### src/rtl/pbx_pkg.sv
// Shared types and constants for the protobuf data field extractor.
// No dependencies; used by every module in rtl/.
`timescale 1ns / 1ps
`default_nettype none

package pbx_pkg;

  // Parser phase, one-hot
  typedef enum logic [4:0] {
    PH_TAG    = 5'b00001,
    PH_VARINT = 5'b00010,
    PH_LENGTH = 5'b00100,
    PH_SKIP   = 5'b01000,
    PH_HALT   = 5'b10000
  } phase_t;

  // Wire types handled by the parser
  localparam logic [2:0] WIRE_VARINT  = 3'd0;
  localparam logic [2:0] WIRE_FIXED64 = 3'd1;
  localparam logic [2:0] WIRE_LEN     = 3'd2;
  localparam logic [2:0] WIRE_FIXED32 = 3'd5;

  // Field numbers of interest
  localparam logic [4:0] FIELD_PORT    = 5'd1;
  localparam logic [4:0] FIELD_PAYLOAD = 5'd2;

  localparam int unsigned ACC_W = 32;

  localparam logic [8:0] SKIP_FIXED32 = 9'd4;
  localparam logic [8:0] SKIP_FIXED64 = 9'd8;
  localparam logic [6:0] SHIFT_STEP   = 7'd7;
  localparam logic [5:0] SHIFT_MAX    = 6'd63;
  localparam logic [5:0] SHIFT_LIMIT  = 6'd32;

  // One input byte with its message length
  typedef struct packed {
    logic [8:0] message_length;
    logic [7:0] data_byte;
  } item_t;

  // One per-message result
  typedef struct packed {
    logic [7:0] payload_length;
    logic [7:0] payload_offset;
    logic [7:0] port_number;
    logic       found;
  } result_t;

endpackage

`default_nettype wire

### src/rtl/pbx_in_stage.sv
// Input register stage of the extractor: captures one request per cycle while in_tready is high.
// Depends on pbx_pkg.
`timescale 1ns / 1ps
`default_nettype none

module pbx_in_stage (
  input  wire logic           clk,
  input  wire logic           rst_n,
  input  wire logic           in_tvalid,
  output logic                in_tready,
  input  wire logic [23:0]    in_tdata,
  input  wire logic           advance,   // downstream consumes the held item
  output logic                item_valid,
  output pbx_pkg::item_t      item
);

  logic           valid_r;
  pbx_pkg::item_t item_r;

  assign in_tready  = !valid_r || advance;
  assign item_valid = valid_r;
  assign item       = item_r;

  always_ff @(posedge clk) begin
    if (!rst_n) begin
      valid_r <= 1'b0;
    end else if (in_tready) begin
      valid_r <= in_tvalid;
    end
  end

  always_ff @(posedge clk) begin
    if (in_tvalid && in_tready) begin
      item_r.data_byte      <= in_tdata[7:0];
      item_r.message_length <= in_tdata[16:8];
    end
  end

endmodule

`default_nettype wire

### src/rtl/pbx_parser.sv
// Parser state and combinational byte step of the extractor.
// Depends on pbx_pkg.
`timescale 1ns / 1ps
`default_nettype none

module pbx_parser #(
  parameter int unsigned MAX_MESSAGE_BYTES = 256
) (
  input  wire logic           clk,
  input  wire logic           rst_n,
  input  wire logic           step_en,
  input  pbx_pkg::item_t      item,
  output logic                res_valid,
  output pbx_pkg::result_t    res
);

  pbx_pkg::phase_t            phase_r, phase_nxt;
  logic [4:0]                 field_r, field_nxt;
  logic [pbx_pkg::ACC_W-1:0]  acc_r, acc_nxt;
  logic [5:0]                 shift_r, shift_nxt;
  logic [8:0]                 skip_r, skip_nxt;
  logic [8:0]                 pos_r, pos_nxt;
  logic [7:0]                 port_r, port_nxt;
  logic [7:0]                 offset_r, offset_nxt;
  logic [7:0]                 length_r, length_nxt;
  logic                       found_r, found_nxt;

  logic [7:0]                 b;
  logic [8:0]                 len_c;
  logic [9:0]                 p1;
  logic                       last;
  logic [8:0]                 rem;
  logic [pbx_pkg::ACC_W-1:0]  rem_ext;
  logic [pbx_pkg::ACC_W-1:0]  add_bits;
  logic [pbx_pkg::ACC_W-1:0]  acc_abs;
  logic [6:0]                 shift_inc;
  logic [5:0]                 shift_abs;
  logic                       fin;
  logic                       tail_found;

  assign b = item.data_byte;

  // clamp length into 1..MAX
  always_comb begin
    if (32'(item.message_length) > 32'(MAX_MESSAGE_BYTES)) begin
      len_c = 9'(MAX_MESSAGE_BYTES);
    end else if (item.message_length == 9'd0) begin
      len_c = 9'd1;
    end else begin
      len_c = item.message_length;
    end
  end

  assign p1      = {1'b0, pos_r} + 10'd1;
  assign last    = (p1 >= {1'b0, len_c});
  assign rem     = last ? 9'd0 : 9'({1'b0, len_c} - p1);
  assign rem_ext = {{(pbx_pkg::ACC_W-9){1'b0}}, rem};

  // varint absorb: bits at shift 32 and up are dropped
  assign add_bits  = (shift_r < pbx_pkg::SHIFT_LIMIT)
                   ? ({{(pbx_pkg::ACC_W-7){1'b0}}, b[6:0]} << shift_r[4:0])
                   : '0;
  assign acc_abs   = acc_r | add_bits;
  assign shift_inc = {1'b0, shift_r} + pbx_pkg::SHIFT_STEP;
  assign shift_abs = (shift_inc > {1'b0, pbx_pkg::SHIFT_MAX}) ? pbx_pkg::SHIFT_MAX
                                                              : shift_inc[5:0];
  assign fin       = !b[7];

  always_comb begin
    phase_nxt  = phase_r;
    field_nxt  = field_r;
    acc_nxt    = acc_r;
    shift_nxt  = shift_r;
    skip_nxt   = skip_r;
    port_nxt   = port_r;
    offset_nxt = offset_r;
    length_nxt = length_r;
    found_nxt  = found_r;
    pos_nxt    = p1[8:0];

    case (phase_r)
      pbx_pkg::PH_TAG: begin
        field_nxt = b[7:3];
        acc_nxt   = '0;
        shift_nxt = '0;
        case (b[2:0])
          pbx_pkg::WIRE_VARINT: phase_nxt = pbx_pkg::PH_VARINT;
          pbx_pkg::WIRE_LEN:    phase_nxt = pbx_pkg::PH_LENGTH;
          pbx_pkg::WIRE_FIXED32: begin
            phase_nxt = pbx_pkg::PH_SKIP;
            skip_nxt  = pbx_pkg::SKIP_FIXED32;
          end
          pbx_pkg::WIRE_FIXED64: begin
            phase_nxt = pbx_pkg::PH_SKIP;
            skip_nxt  = pbx_pkg::SKIP_FIXED64;
          end
          default: phase_nxt = pbx_pkg::PH_HALT;
        endcase
      end
      pbx_pkg::PH_VARINT: begin
        acc_nxt = acc_abs;
        if (fin) begin
          if (field_r == pbx_pkg::FIELD_PORT) begin
            port_nxt = acc_abs[7:0];
          end
          phase_nxt = pbx_pkg::PH_TAG;
        end else begin
          shift_nxt = shift_abs;
        end
      end
      pbx_pkg::PH_LENGTH: begin
        acc_nxt = acc_abs;
        if (fin) begin
          if (field_r == pbx_pkg::FIELD_PAYLOAD && acc_abs <= rem_ext) begin
            found_nxt  = 1'b1;
            offset_nxt = p1[7:0];
            length_nxt = acc_abs[7:0];
          end
          if (acc_abs == '0) begin
            phase_nxt = pbx_pkg::PH_TAG;
          end else begin
            phase_nxt = pbx_pkg::PH_SKIP;
            skip_nxt  = (acc_abs < rem_ext) ? acc_abs[8:0] : rem;
          end
        end else begin
          shift_nxt = shift_abs;
        end
      end
      pbx_pkg::PH_SKIP: begin
        if (skip_r <= 9'd1) begin
          skip_nxt  = 9'd0;
          phase_nxt = pbx_pkg::PH_TAG;
        end else begin
          skip_nxt = skip_r - 9'd1;
        end
      end
      default: begin
        // halted: consume bytes without effect
      end
    endcase
  end

  // end-of-message fixups for fields cut off by the message end
  assign tail_found = (phase_nxt == pbx_pkg::PH_LENGTH) &&
                      (field_nxt == pbx_pkg::FIELD_PAYLOAD) &&
                      (shift_nxt != 6'd0) && (acc_nxt == '0);

  always_comb begin
    res.found          = found_nxt || tail_found;
    res.port_number    = ((phase_nxt == pbx_pkg::PH_VARINT) &&
                          (field_nxt == pbx_pkg::FIELD_PORT)) ? acc_nxt[7:0] : port_nxt;
    if (tail_found) begin
      res.payload_offset = len_c[7:0];
      res.payload_length = 8'd0;
    end else if (found_nxt) begin
      res.payload_offset = offset_nxt;
      res.payload_length = length_nxt;
    end else begin
      res.payload_offset = 8'd0;
      res.payload_length = 8'd0;
    end
  end

  assign res_valid = step_en && last;

  always_ff @(posedge clk) begin
    if (!rst_n || (step_en && last)) begin
      phase_r  <= pbx_pkg::PH_TAG;
      field_r  <= '0;
      acc_r    <= '0;
      shift_r  <= '0;
      skip_r   <= '0;
      pos_r    <= '0;
      port_r   <= '0;
      offset_r <= '0;
      length_r <= '0;
      found_r  <= 1'b0;
    end else if (step_en) begin
      phase_r  <= phase_nxt;
      field_r  <= field_nxt;
      acc_r    <= acc_nxt;
      shift_r  <= shift_nxt;
      skip_r   <= skip_nxt;
      pos_r    <= pos_nxt;
      port_r   <= port_nxt;
      offset_r <= offset_nxt;
      length_r <= length_nxt;
      found_r  <= found_nxt;
    end
  end

endmodule

`default_nettype wire

### src/rtl/protobuf_data_field_extractor.sv
// Top level of the protobuf data field extractor: input stage, parser, result register.
// Depends on pbx_pkg, pbx_in_stage and pbx_parser.
`timescale 1ns / 1ps
`default_nettype none

// Usage:
//   in_*  : one request per message byte. tdata carries data_byte and
//           message_length (same value for every byte of a message).
//   out_* : one request per message, issued for the last byte. tdata carries
//           found, port_number, payload_offset and payload_length.
//   Tags are single-byte; field 1 varint gives the port, the last field 2
//   length-delimited field that fits gives offset/length. Unknown wire types
//   stop parsing until the message ends.
// Timing: the edge that accepts the last byte loads the input register; the
//   parser steps on that byte and writes the result register at the first
//   later edge on which advance is high, and out_tvalid rises with it.
// Throughput: 1 byte per cycle while the result register can take a result;
//   the parser updates its state once per byte, so bytes stream back to back.
// Stall: while a result waits with out_tready low, the byte in the input
//   register is held whatever it is; in_tready drops once the input register
//   is full and the result register cannot drain.
// Reset: synchronous, active low; parser returns to expecting a tag at
//   message byte 0 and both registers empty. Parser state also returns to
//   that point after every message.
module protobuf_data_field_extractor #(
  parameter int unsigned MAX_MESSAGE_BYTES = 256
) (
  input  wire logic        clk,
  input  wire logic        rst_n,
  input  wire logic        in_tvalid,
  output logic             in_tready,
  input  wire logic [23:0] in_tdata,   // [7:0] data_byte, [16:8] message_length
  output logic             out_tvalid,
  input  wire logic        out_tready,
  output logic [31:0]      out_tdata   // [0] found, [8:1] port_number,
                                       // [16:9] payload_offset, [24:17] payload_length
);

  logic             advance;
  logic             s1_valid;
  pbx_pkg::item_t   s1_item;
  logic             res_valid;
  pbx_pkg::result_t res;

  logic             out_valid_r;
  pbx_pkg::result_t out_data_r;

  // the held byte moves on whenever the result register can take a result
  assign advance = !out_valid_r || out_tready;

  pbx_in_stage u_in_stage (
    .clk        (clk),
    .rst_n      (rst_n),
    .in_tvalid  (in_tvalid),
    .in_tready  (in_tready),
    .in_tdata   (in_tdata),
    .advance    (advance),
    .item_valid (s1_valid),
    .item       (s1_item)
  );

  pbx_parser #(
    .MAX_MESSAGE_BYTES (MAX_MESSAGE_BYTES)
  ) u_parser (
    .clk       (clk),
    .rst_n     (rst_n),
    .step_en   (s1_valid && advance),
    .item      (s1_item),
    .res_valid (res_valid),
    .res       (res)
  );

  // result register
  always_ff @(posedge clk) begin
    if (!rst_n) begin
      out_valid_r <= 1'b0;
    end else if (advance) begin
      out_valid_r <= res_valid;
    end
  end

  always_ff @(posedge clk) begin
    if (res_valid) begin
      out_data_r <= res;
    end
  end

  assign out_tvalid = out_valid_r;
  assign out_tdata  = {7'd0, out_data_r};

  // an empty result register never blocks input
  a_ready_when_empty: assert property (@(posedge clk) disable iff (!rst_n)
    !out_valid_r |-> in_tready)
    else $error("in_tready low with empty result register");

  // no result right after reset
  a_reset_clears_out: assert property (@(posedge clk)
    !rst_n |=> !out_tvalid)
    else $error("result valid after reset");

  // a new result must come from a byte held in the input register
  a_result_source: assert property (@(posedge clk) disable iff (!rst_n)
    $rose(out_valid_r) |-> $past(s1_valid))
    else $error("result appeared without an input byte");

  // without a payload, offset and length read zero
  a_not_found_zero: assert property (@(posedge clk) disable iff (!rst_n)
    (out_tvalid && !out_data_r.found) |->
      (out_data_r.payload_offset == 8'd0 && out_data_r.payload_length == 8'd0))
    else $error("offset/length nonzero without payload");

endmodule

`default_nettype wire

### config.mk
export PLATFORM = sky130hd
export DESIGN_NAME = protobuf_data_field_extractor
export DESIGN_NICKNAME = d
export VERILOG_FILES = /design/src/rtl/pbx_pkg.sv /design/src/rtl/pbx_in_stage.sv /design/src/rtl/pbx_parser.sv /design/src/rtl/protobuf_data_field_extractor.sv
export SDC_FILE = /design/constraint.sdc
export NUM_CORES = 1
export LEC_CHECK = 0
export ABC_AREA = 1
export BUFFER_PORTS_ARGS = -buffer_cell sky130_fd_sc_hd__buf_2
export CORE_ASPECT_RATIO = 1.25
export CORE_MARGIN = 2
export CORE_UTILIZATION = 66
export DETAILED_ROUTE_END_ITERATION = 16
export GPL_TIMING_DRIVEN = 0
export PLACE_DENSITY_LB_ADDON = 0.2
export SLEW_MARGIN = 40
export SYNTH_ARGS = -nofsm -noshare
export SYNTH_HDL_FRONTEND = slang
export SYNTH_HIERARCHICAL = 1
export SYNTH_SLANG_ARGS = --single-unit
### constraint.sdc
create_clock -name clk -period 6.85 [get_ports clk]
set_input_delay 1.0275 -clock clk [delete_from_list [all_inputs] [get_ports clk]]
set_output_delay 1.0275 -clock clk [all_outputs]
set_load 0.03 [all_outputs]
Yosys cells after proc, flatten, opt, wreduce, memory -nomap -nowiden
Cells that the tools add are included.

Bits of input ports: 28. Output and inout port bits: 34. Bits in registers: 135. Logic and storage cells: 109.

Muxes and demuxes: 36. Add/subtract/negate cells: 4. Magnitude comparators: 7. Reduce and logical (&&, ||, !) cells: 25. Shifts and indexed selects: 1. Equality and inequality tests: 16. Bitwise logic cells: 2.

Operator list (count): $mux W8 (12); $logic_not A32 Y1 (2); $pmux W32 S2 (1); $mux W9 (7); $le A32 B9 Y1 (1); $lt A32 B9 Y1 (1); $mux W32 (1); $or A32 B32 Y32 (1); $shl A7 B5 Y32 (1); $pmux W9 S3 (1); $eq A5 B2 Y1 const B (4); $mux W5 (4); $pmux W5 S4 (1); $pmux W9 S2 (1); $eq A5 B1 Y1 const B (3); $pmux W5 S3 (1); $mux W6 (2); $pmux W6 S2 (1); $add A9 B1 Y10 const B (1); $eq A5 B3 Y1 const B (2); $ge A10 B9 Y1 (1); $gt A9 B9 Y1 const B (1); $le A9 B1 Y1 const B (1); $logic_not A9 Y1 (1); other kinds (22) (39).

Logic depth before layout (Yosys ltp)
Word-level depth: 12. Gate-level depth with buffers: 31. Gate-level depth less buffers: 30.

By module
The synthesis kept the hierarchy.

By module, submodules not included: pbx_parser (instances 1, sequential area each 1821.7 um^2, area an instance 7639.8 um^2, cells an instance 1315); protobuf_data_field_extractor (instances 1, sequential area each 770.7 um^2, area an instance 860.8 um^2, cells an instance 40); pbx_in_stage (instances 1, sequential area each 530.5 um^2, area an instance 561.8 um^2, cells an instance 24).

Worst setup path after synthesis
OpenSTA, ideal clock, no wires.

Kind: register to register. Start point: reg u_in_stage.item_r, in the netlist u_in_stage/item[8]. End point: reg out_data_r, in the netlist out_tdata[10], data pin. Path buffers: 2. Required time: 6597 ps. Library setup time: 253 ps. Arrival time: 3925 ps. Slack: 2671 ps. Cell stages (with the launch flop): 28. Period minus slack after synthesis: 4179 ps. Cells stage by stage: edfxtp_1 > nor4_1 > a21oi_1 > inv_1 > a21oi_1 > ha_1 > fa_1 > nor2_1 > nor2_1 > nor2_1 > nor2_1 > o21ai_0 > nand2_1 > nand2_1 > a21oi_1 > xor2_1 > nor2_1 > inv_1 > ha_1 > nand3_1 > nor2_1 > nand3_1 > a21oi_4 > buf_6 > buf_4 > nand3_1 > nand3_1 > nand2_1.

RTL lines: start, declared (RTL line pbx_in_stage.sv:18) `pbx_pkg::item_t item_r;`; end signal, assigned (RTL line protobuf_data_field_extractor.sv:84) `out_data_r <= res;`; end, declared (RTL line protobuf_data_field_extractor.sv:46) `pbx_pkg::result_t out_data_r;`.

==> results.json <==
{
  "clk_latency_ns": 0.42,
  "hold_depth": 2,
  "fin_nets": 1512,
  "ios": 62,
  "cellPowerDensity_nw_per_um2": 224,
  "synth.ff_latch_count": 135,
  "coreArea_sq_um": 13300,
  "fp.dieW_um": 109,
  "cts_tree": "yes",
  "drc_errors": 0,
  "min-delay-start": "u_parser/acc_r[12]",
  "synth_area_per_cell_sq_um": 6.57,
  "fillers": 1059,
  "rows": 47,
  "fmax_ghz": 0.187,
  "synth_top_family_by_area": "simple AND/OR/NAND/NOR gates",
  "dpl.hpwl_um": 20100,
  "drtIter0Drc": 1159,
  "cts_resized": 0,
  "synth_xor_area_frac": 0.0174,
  "synth.area.mux_share": 0.00442,
  "synth_compound_area_frac": 0.116,
  "cts.sinks": 135,
  "grt_remaining_overflow": 0,
  "track_usage": 0.386,
  "num_vias": 9670,
  "grt_pass1_vias": 8918,
  "cts_root_buffer": "clkbuf_16",
  "postCtsSetupRepairBufs": 0,
  "tightest_slew_ns": 0.839,
  "path_clk_slew_ns": 0.06,
  "fin_setup_tns_ns": 0,
  "reg2reg_depth": 27,
  "wirelength_um": 27600,
  "min_to": "u_parser/acc_r[12]",
  "p_leak_nw": 4.76,
  "end_kind": "flip-flop",
  "seqCellArea_sq_um": 3120,
  "worstSetupPathType": "reg -> reg",
  "drive_above_1_share": 0.103,
  "start_util": 0.679,
  "ys_seq_area_frac": 0.345,
  "grt_antenna_before_repair": 0,
  "htree_levels": 4,
  "multiInputGateArea_sq_um": 4960,
  "post_drt_via_cell_ratio": 5.91,
  "grt_pass1_wl_um": 43700,
  "cp_max_fo": 10,
  "drt_first_pass_iters": 7,
  "ff2ff_setup_slack_ns": 1.52,
  "portBuffers": 47,
  "num_antenna_cells": 0,
  "power_mw": 2.27,
  "crit_path_start_kind": "flip-flop",
  "status": "complete, no violations",
  "clock_skew_ns": 0.00748,
  "synth-adder-area-share": 0.0450,
  "floorplan.die_area_sq_um": 14700,
  "die_y_um": 135,
  "synth.distinct_cells": 50,
  "area_growth_pct": 11.8,
  "wl_per_cell_um": 16.9,
  "postSynthCellCount": 1379,
  "reg2reg_to": "out_tdata[14]",
  "grt_max_degree": 27,
  "cap_violations": 0,
  "yosysWarningCount": 6,
  "hold_viol": 0,
  "hp-class": "reg -> reg",
  "fin_crit_ns": 5.33,
  "numCtsBuffers": 17,
  "drt.antenna.violating_nets": 0,
  "netlist_area_sq_um": 9060,
  "clk_path_buf_depth": 2,
  "required_ns": 7.02,
  "critical_path.reg2reg.startpoint": "u_parser/pos_r[0]",
  "rsz0062_at_grt": "false",
  "maxSlewHeadroom": 0.441,
  "cp_data_arrival_time_ns": 5.51,
  "final-setup-viol-count": 0,
  "drv_slew": 0,
  "gp_congestion": 1.01,
  "cts_hold_buf": 0,
  "post-route-period-util": 0.779,
  "synth-simple-area-share": 0.360,
  "vdd_drop_max_v": 0.000151
}
-- worst max-delay path: stages (launching register included) --
cell	delay (ns)
dfxtp_1	0.50
ha_1	0.25
nand3_1	0.14
nor2_1	0.18
xor2_1	0.43
inv_1	0.13
ha_1	0.40
nand2_1	0.11
nor2_1	0.05
nand4_1	0.07
nand4_1	0.17
nand2_1	0.12
nand2_1	0.18
nor3_1	0.52
inv_1	0.09
ha_1	0.28
nand2_1	0.08
nor2_1	0.05
a211oi_1	0.16
o211ai_1	0.13
nand3_1	0.15
nand2_4	0.11
a21oi_4	0.16
buf_6	0.19
buf_4	0.18
nand3_1	0.07
nand3_1	0.09
nand2_1	0.07
-- kinds of logic after synthesis --
group / after synthesis
simple gates: 753
buf+inv: 246
compound gates: 190
flops: 135
fa+ha+maj: 32
xor+xnor: 18
mux: 4
other cells: 1
-- worst max path at each step --
| stage | start | to | slack (ns) |
|---|---|---|---|
| floorplan | u_in_stage/item[8] | out_tdata[10] | 2.67 |
| global placement | u_parser/pos_r[0] | out_tdata[12] | 1.93 |
| detailed placement | u_parser/pos_r[0] | out_tdata[11] | 1.91 |
| CTS | u_parser/pos_r[0] | out_tdata[11] | 1.79 |
| global route | u_parser/pos_r[0] | out_tdata[12] | 1.14 |
| finish | u_parser/pos_r[0] | out_tdata[14] | 1.52 |
-- cell usage in the layout (no fill, tap or decap), drive strengths merged --
cell type and n:
o211a 1, buf 79, o21bai 1, a22oi 1, o22ai 2, and3 1, o211ai 1, mux2i 4
o221ai 1, nor3 13, inv 180, a221oi 1, ha 31, edfxtp 42, a32oi 1, nand3b 2
or2 7, fa 1, xor2 18, a31oi 4, o21ai 75, dfxtp 93, nand2 388, bufinv 1
clkinvlp 2, nor2 160, nand3 132, nor4 5, a21boi 1, clkinv 9, conb 7, o32ai 1
nand4 45, clkbuf 55, a21oi 84, a211oi 16
-- flip-flops by register name, summed over array words and instances (netlist names) --
register / cells
u_parser/acc_r: 32
out_tdata: 25
u_in_stage/item: 17
u_parser/pos_r: 9
u_parser/skip_r: 9
u_parser/length_r: 8
u_parser/offset_r: 8
u_parser/port_r: 8
u_parser/shift_r: 6
u_parser/field_r: 5
u_parser/phase_r: 5
out_tvalid: 1
u_in_stage/item_valid: 1
u_parser/found_r: 1
-- synthesized netlist by cell type, drive strengths merged --
cell	number	share of area
a211oi	16	0.013
a21boi	1	0.00083
a21oi	84	0.049
a221oi	1	0.00097
a22oi	1	0.00083
a31oi	4	0.0028
a32oi	1	0.00097
and3	1	0.00069
buf	31	0.023
clkbuf	33	0.014
clkinv	2	0.00083
conb	1	0.00041
dfxtp	93	0.21
edfxtp	42	0.14
fa	1	0.0022
ha	31	0.043
inv	180	0.075
mux2i	4	0.0044
nand2	388	0.16
nand3	132	0.076
nand3b	2	0.0017
nand4	45	0.031
nor2	160	0.069
nor3	13	0.0088
nor4	5	0.0035
o211a	1	0.0011
o211ai	1	0.00083
o21ai	75	0.041
o21bai	1	0.00083
o221ai	1	0.00097
o22ai	2	0.0014
o32ai	1	0.00097
or2	7	0.0048
xor2	18	0.017
-- power by group --
part,switching (mW),total (mW),internal [mW]
registers,0.0186,0.869,0.851
clock network,0.340,0.871,0.531
logic,0.375,0.530,0.155
total,0.733,2.27,1.54
-- metrics by stage --
stage                     hold slack (ns)  cells  utilization  worst slack (ns)  cell area [sq um]
after floorplan                     0.438   1385            -              2.67               9080
after global placement              0.444   1603        0.714              1.93               9530
after detailed placement            0.449   1604        0.717              1.91               9570
after CTS                           0.457   1636        0.759              1.79              10100
after global routing                0.475   1636        0.759              1.14              10100
final                               0.460   1636        0.759              1.52              10100
-- per-layer routing --
layer	vias to the layer above	share of wire	global-route usage
li1	4620	-	-
met2	599	0.47	0.639
met1	4291	0.36	0.452
met3	160	0.094	0.0719
met5	-	0	0
met4	0	0.069	0.256
-- cell type report --
cell class | instances | share of cell area
clock buffers | 22 | 0.0478
flip-flops and latches | 135 | 0.308
multi-input cells | 1004 | 0.490
repair buffers | 48 | 0.0247
clock inverters | 10 | 0.00766
plain buffers | 64 | 0.0327
inverters | 182 | 0.0674
well taps | 171 | 0.0211
Power figures use the tool's default switching activity.
